## src/design/pidl_pkg.sv

```systemverilog
// ----------------------------------------------------------------------------
// pidl_pkg
// Shared widths, register indexes and constants of the PID loop step unit.
// ----------------------------------------------------------------------------
package pidl_pkg;

  // field and datapath widths
  localparam int ADC_W      = 16;
  localparam int MV_W       = 14;
  localparam int ERR_W      = 15;
  localparam int DERR_W     = 16;
  localparam int SUM_W      = 18;
  localparam int GAIN_W     = 16;
  localparam int IBOUND_W   = 17;
  localparam int DBOUND_W   = 13;
  localparam int DRIVE_W    = 14;
  localparam int CODE_W     = 12;
  localparam int BYTE_W     = 8;
  localparam int HIBYTE_W   = 7;
  localparam int ACC_W      = 36;
  localparam int CFG_ADDR_W = 3;
  localparam int CFG_DATA_W = 17;
  localparam int IN_DATA_W  = 16;
  localparam int OUT_DATA_W = 72;

  // default fraction bits of the Q4.12 gains
  localparam int DEF_GAIN_FRAC_BITS = 12;

  // converter scaling
  localparam int ADC_SCALE    = 5000;
  localparam int ADC_SHIFT    = 15;
  localparam int MV_WRAP      = 5000;
  localparam int MV_SPAN      = 10000;
  localparam int DAC_MID      = 2048;
  localparam int DAC_CHAN_SEL = 64;

  // x*2048/10000 == x*128/625, done as x*ceil(2^30/625) >> 23 (exact for 13-bit x)
  localparam int DAC_RECIP_W     = 21;
  localparam int DAC_RECIP       = 1717987;
  localparam int DAC_RECIP_SHIFT = 23;
  localparam int DAC_Q_W         = 11;

  // register reset values
  localparam int RST_TARGET = 2300;
  localparam int RST_KP     = 10240;
  localparam int RST_KI     = 123;
  localparam int RST_KD     = 10240;
  localparam int RST_IBOUND = 100000;
  localparam int RST_DBOUND = 5000;

  // configuration register indexes
  typedef enum logic [CFG_ADDR_W-1:0] {
    REG_TARGET      = 3'd0,
    REG_GAIN_P      = 3'd1,
    REG_GAIN_I      = 3'd2,
    REG_GAIN_D      = 3'd3,
    REG_INT_BOUND   = 3'd4,
    REG_DRIVE_BOUND = 3'd5
  } cfg_reg_t;

endpackage

```

## src/design/pidl_dac_scale.sv

```systemverilog
// ----------------------------------------------------------------------------
// pidl_dac_scale
// Maps a signed drive in millivolts to the 12-bit offset-binary DAC code,
// trunc(drive*2048/10000) + 2048, using a reciprocal multiply.
// ----------------------------------------------------------------------------
module pidl_dac_scale
  import pidl_pkg::*;
(
  input  logic signed [DRIVE_W-1:0] drive,
  output logic        [CODE_W-1:0]  code
);

  localparam int MAG_W  = DRIVE_W - 1;
  localparam int PROD_W = MAG_W + DAC_RECIP_W;

  logic [MAG_W-1:0]   mag;
  logic [PROD_W-1:0]  prod;
  logic [DAC_Q_W-1:0] quo;

  // magnitude of the drive, at most 8191
  assign mag = drive[DRIVE_W-1] ? MAG_W'(-drive) : MAG_W'(drive);

  // quotient by reciprocal multiply, truncated toward zero
  assign prod = PROD_W'(mag) * PROD_W'(DAC_RECIP);
  assign quo  = prod[DAC_RECIP_SHIFT +: DAC_Q_W];

  // offset around midscale
  assign code = drive[DRIVE_W-1] ? (CODE_W'(DAC_MID) - CODE_W'(quo))
                                 : (CODE_W'(DAC_MID) + CODE_W'(quo));

endmodule

```

## config.mk

```make
export PLATFORM = sky130hd
export DESIGN_NAME = pidl_dac_scale
export DESIGN_NICKNAME = d
export VERILOG_FILES = /design/src/design/pidl_pkg.sv /design/src/design/pidl_dac_scale.sv
export SDC_FILE = /design/constraint.sdc
export NUM_CORES = 1
export LEC_CHECK = 0
export BUFFER_PORTS_ARGS = -buffer_cell sky130_fd_sc_hd__buf_2
export CORE_MARGIN = 5
export CORE_UTILIZATION = 65
export DETAILED_ROUTE_END_ITERATION = 10
export GPL_ROUTABILITY_DRIVEN = 0
export GPL_TIMING_DRIVEN = 0
export PLACE_DENSITY = 0.84
export SYNTH_ARGS = -nofsm -noshare
export SYNTH_HDL_FRONTEND = slang
export SYNTH_SLANG_ARGS = --single-unit
```

## constraint.sdc

```tcl
create_clock -name vclk -period 26
set_input_delay 2.6 -clock vclk [all_inputs]
set_output_delay 2.6 -clock vclk [all_outputs]
set_load 0.1 [all_outputs]
```

==> results of run 1 <==
## logic make-up (layout without fill, tap and decap cells)
logic type	after synthesis	after routing	synth area share, %
xor+xnor	29	29	4.895
buf+inv	171	197	12.39
fa+ha+maj	193	193	59.42
compound gates	98	98	13.24
mux	1	1	0.1929
simple gates	93	93	9.863
## layer usage
| layer | global-route usage [%] | wire, µm | up-vias |
|---|---|---|---|
| li1 | - | - | 1943 |
| met1 | 34.08 | 5058 | 2067 |
| met2 | 48.86 | 6396 | 153 |
| met3 | 4.909 | 903 | 37 |
| met4 | 7.458 | 406 | 0 |
| met5 | 0 | 0 | - |
## worst max path at each step
stage / endpoint / slack, ps / cells past startpoint
5_1_grt: code[10] / 12210 / 29
4_1_cts: code[10] / 12650 / 29
6_report: code[10] / 12650 / 29
3_3_place_gp: code[10] / 12870 / 29
2_1_floorplan: code[8] / 11470 / 27
3_5_place_dp: code[10] / 12660 / 29
## layout make-up
type | instances | area [µm²] | share of cell area, %
Multi-Input combinational cell | 414 | 4546 | 83.46
Inverter | 168 | 630.6 | 11.58
Timing Repair Buffer | 26 | 130.1 | 2.389
Tap cell | 102 | 127.6 | 2.343
Buffer | 3 | 12.51 | 0.2297
## worst max-delay path: cells and delay by family
family                   cells  cell delay, ps
AND/OR/NAND/NOR              7            1370
adder cells (fa/ha/maj)      8            3420
XOR/XNOR                     3             790
AO/OA/AOI/OAI                3            1270
buffers and inverters        8            1300
## stage by stage
step / worst slack, ps / cells / cell area [µm²]
after floorplan: 11470 / 585 / 5189
after global placement: 12870 / 713 / 5446
after detailed placement: 12660 / 713 / 5446
after CTS: 12650 / 713 / 5446
after global routing: 12210 / 713 / 5446
final: 12650 / 713 / 5446
## Yosys cell counts (all sizes together), types with 2 or more instances
master / count / area share, %
inv: 168 / 12
ha: 104 / 25
fa: 89 / 34
nand2: 28 / 2.1
a21oi: 25 / 2.6
o21ai: 22 / 2.1
xnor2: 21 / 3.5
nor2: 17 / 1.2
a21o: 8 / 1.2
nor3: 8 / 0.96
xor2: 8 / 1.4
nand3: 7 / 0.68
a211oi: 6 / 1.1
o31ai: 6 / 1.1
or3: 6 / 0.82
o211ai: 5 / 0.72
a31oi: 4 / 0.48
and2: 4 / 0.55
and3: 4 / 0.60
nand2b: 4 / 0.48
clkbuf: 3 / 0.24
nand4: 3 / 0.36
o2111ai: 3 / 0.51
o21a: 3 / 0.43
a221o: 2 / 0.39
a311oi: 2 / 0.46
and4: 2 / 0.36
nor2b: 2 / 0.24
o41ai: 2 / 0.48
or2: 2 / 0.24
==> impl_metrics.json, run 1 <==
{
  "worst_slew_pin_slew_ps": 971.5,
  "crit_required_ps": 23400,
  "crit_top_cell": "inv_1",
  "fill_cells": 614,
  "hold_depth": 4,
  "antenna_found_initial": 0,
  "ioPinCount": 26,
  "status": "finished clean",
  "fin_nets": 820,
  "viasPerCell": 5.891,
  "final_core_util_pct": 70.12,
  "grt_pass1_vias": 4486,
  "drc": 0,
  "slowest_stage": "fa_1",
  "min-delay-start": "drive[13]",
  "cts_resized": 0,
  "end_kind": "output pin",
  "cp-startpoint": "drive[0]",
  "core_um2": 7767,
  "final_cell_mix": "inv_1 (168), ha_1 (104), fa_1 (89)",
  "syn_nets": 792,
  "rsz0062_at_grt": "no",
  "finalSetupViolations": 0,
  "relSlewSlack_pct": 34.55,
  "cp_max_fo": 7,
  "setup-tns-final_ps": 0,
  "postCtsSetupBuffers": 0,
  "grt-ovfl-total": 0,
  "die_h_um": 99.35,
  "min_path_type": "in -> out",
  "slew_violations": 0,
  "worstSetupStartpointType": "input pin",
  "max_freq_mhz": 74.90,
  "final_common_cell": "inv_1",
  "ant_nets": 0,
  "hold_buffers": 0,
  "worst-setup-path-type": "in -> out",
  "rows": 32,
  "cap_violations": 0,
  "clockBufferCount": 0,
  "ys_seq_area_share_pct": 0,
  "wirelength_mm": 12.77,
  "hold_violations": 0,
  "register_area_um2": 0,
  "synth_cells": 585,
  "n_antenna_cell": 0,
  "die_area_um2": 9869,
  "cpPeakStageDelay_ps": 550,
  "dp_hpwl_mm": 11.73,
  "syn-cell-area_um2": 5189,
  "min_period_ps": 13350,
  "dr.pass1.iters": 4,
  "via_count": 4200,
  "initial_core_util_pct": 66.80,
  "die_x_um": 99.35,
  "grt_max_degree": 11,
  "syn2layout_area_growth_pct": 4.967,
  "numPortBuffers": 26,
  "finalCritPeriodShare_pct": 51.35,
  "drtIter0Drc": 188,
  "grt_pass1_wl_mm": 21.61,
  "grtUsageTotal_pct": 27.40,
  "min_to": "code[11]",
  "critPathArrivalTime_ps": 10750,
  "drive_gt1_share_pct": 7.692,
  "ys_types": 62,
  "nFlopsAndLatches": 0,
  "whs_ps": 5943,
  "wl_per_cell_um": 17.90,
  "synth_area_per_cell_um2": 8.870,
  "yosysWarnings": 0
}
Power of run 1 is not shown: default switching activity piles up to over one toggle a cycle in this logic, so the estimate is an artifact.
==> inputs of run 2 (changes only) <==
- ABC_AREA: unset -> 1
- PLACE_DENSITY: 0.84 -> 0.83
- clock period: 26 -> 13.6 ns (I/O delays scaled with it)
==> run 2 against run 1 <==
Net effect:
- final cell count up 44%
- global-route usage fell by 0.41 points
- first-iteration DRC count rose by 23%
- sequential cell count unchanged
- largest cell class unchanged
- design area grew 16%
- non-clock buffer count is 1 lower
==> impl_metrics.json, run 2 <==
{
  "status": "finished clean",
  "n_antenna_cell": 0,
  "grt_max_degree": 11,
  "synth_top_area_cell": "fa_1",
  "hold_violations": 0,
  "slowest_stage": "xor2_1",
  "hold_buffers": 0,
  "worst_slew_pin_slew_ps": 1071,
  "worst-setup-path-type": "in -> out",
  "viasPerCell": 4.954,
  "final_common_cell": "inv_1",
  "min-delay-start": "drive[13]",
  "register_area_um2": 0,
  "critPathArrivalTime_ps": 8820,
  "grt_pass1_vias": 5246,
  "slew_violations": 0,
  "numPortBuffers": 25,
  "dr.pass1.iters": 7,
  "wirelength_mm": 13.99,
  "worstSetupStartpointType": "input pin",
  "min_to": "code[3]",
  "max_freq_mhz": 98.25,
  "ioPinCount": 26,
  "synth_cells": 891,
  "synth_fa_ha_area_share_pct": 51.15,
  "dp.cells": 1027,
  "end_kind": "output pin",
  "grt_pass1_wl_mm": 24.64,
  "initial_core_util_pct": 65.85,
  "synth.area.mux_share_pct": 0,
  "rows": 35,
  "min_period_ps": 10180,
  "critPathTopFamily": "adder cells",
  "multi_input_area_um2": 4956,
  "min_path_type": "in -> out",
  "drc": 0,
  "synth_top_family_by_area": "adder cells",
  "synth_compound_area_share_pct": 2.886,
  "relSlewSlack_pct": 27.87,
  "synth-simple-area-share_pct": 25.58,
  "placed_area_um2": 6291,
  "synth_top_area_share_pct": 29.56,
  "fill_cells": 806,
  "die_x_um": 106.3,
  "drtIter0Drc": 232,
  "grt-ovfl-total": 0,
  "cp_max_fo": 8,
  "ys_types": 30,
  "syn-cell-area_um2": 6027,
  "dp_hpwl_mm": 12.89,
  "yosysMostFrequentCell": "inv_1",
  "hold_depth": 4,
  "cpPeakStageDelay_ps": 590,
  "die_area_um2": 11300,
  "wl_per_cell_um": 13.62,
  "final_cell_mix": "inv_1 (276), nand2_1 (234), ha_1 (104)",
  "yosysWarnings": 0,
  "rsz0062_at_grt": "no",
  "grtUsageTotal_pct": 27.00,
  "cts_resized": 0,
  "die_h_um": 106.3,
  "crit_required_ps": 12240,
  "fin_nets": 1125,
  "antenna_found_initial": 0,
  "clockBufferCount": 0,
  "place_ws_ps": 3401,
  "core_um2": 9153,
  "drive_gt1_share_pct": 6.441,
  "finalSetupViolations": 0,
  "instances_no_fill": 1027,
  "nFlopsAndLatches": 0,
  "via_count": 5088,
  "synth_commonest_cells": "inv_1 (276), nand2_1 (234), ha_1 (104)",
  "synth_top_cells_by_area": "fa_1 (30%), ha_1 (22%), inv_1 (17%)",
  "postCtsSetupBuffers": 0,
  "cap_violations": 0,
  "ys_seq_area_share_pct": 0,
  "cp_num_buf_inv": 9,
  "ant_nets": 0,
  "setup-tns-final_ps": 0,
  "synth_area_per_cell_um2": 6.764,
  "design_area_um2": 6291,
  "synth_xor_area_share_pct": 2.616,
  "finalCritPeriodShare_pct": 74.84,
  "crit_top_cell": "nand2_1",
  "syn_nets": 1098,
  "setup_ws_ps": 3422,
  "syn2layout_area_growth_pct": 4.380
}
[run 2: cells by family after synthesis]
logic type / after synthesis
simple gates: 363
buf+inv: 285
fa+ha+maj: 193
compound gates: 32
xor+xnor: 18
[run 2: cell type report]
type	instances	share of cell area, %
multi-input combinational	606	78.78
inverter	282	16.83
tap	111	2.208
timing repair buffer	25	1.989
buffer	3	0.1989
[run 2: worst max-delay path by stage]
stage / from / end / slack (ps) / depth (start not counted)
after floorplan: drive[0] / code[1] / 3710 / 28
after global placement: drive[0] / code[8] / 3500 / 37
after detailed placement: drive[0] / code[8] / 3400 / 37
after CTS: drive[0] / code[8] / 3400 / 37
after global routing: drive[0] / code[8] / 2820 / 37
final: drive[0] / code[8] / 3420 / 37
[run 2: per-layer routing]
layer	vias to the layer above	part of all wire, %	global-route usage, %
li1	2656	-	-
met5	-	0	0
met2	119	47	47.29
met1	2282	44	36.43
met3	31	5.3	1.943
met4	0	3.0	6.383
[run 2: worst min-delay path, delay by kind of cell]
| kind | cells | cell delay (ps) |
|---|---|---|
| simple gates | 1 | 130 |
| buf+inv | 2 | 450 |
| xor+xnor | 1 | 70 |
[run 2: through the flow]
stage / hold slack (ps) / util (%)
after global routing: 3412 / 68.74
after detailed placement: 3372 / 68.74
final: 3376 / 68.74
after CTS: 3376 / 68.74
after floorplan: 3380 / -
after global placement: 3362 / 68.74
Power of run 2 is left out for the same reason.
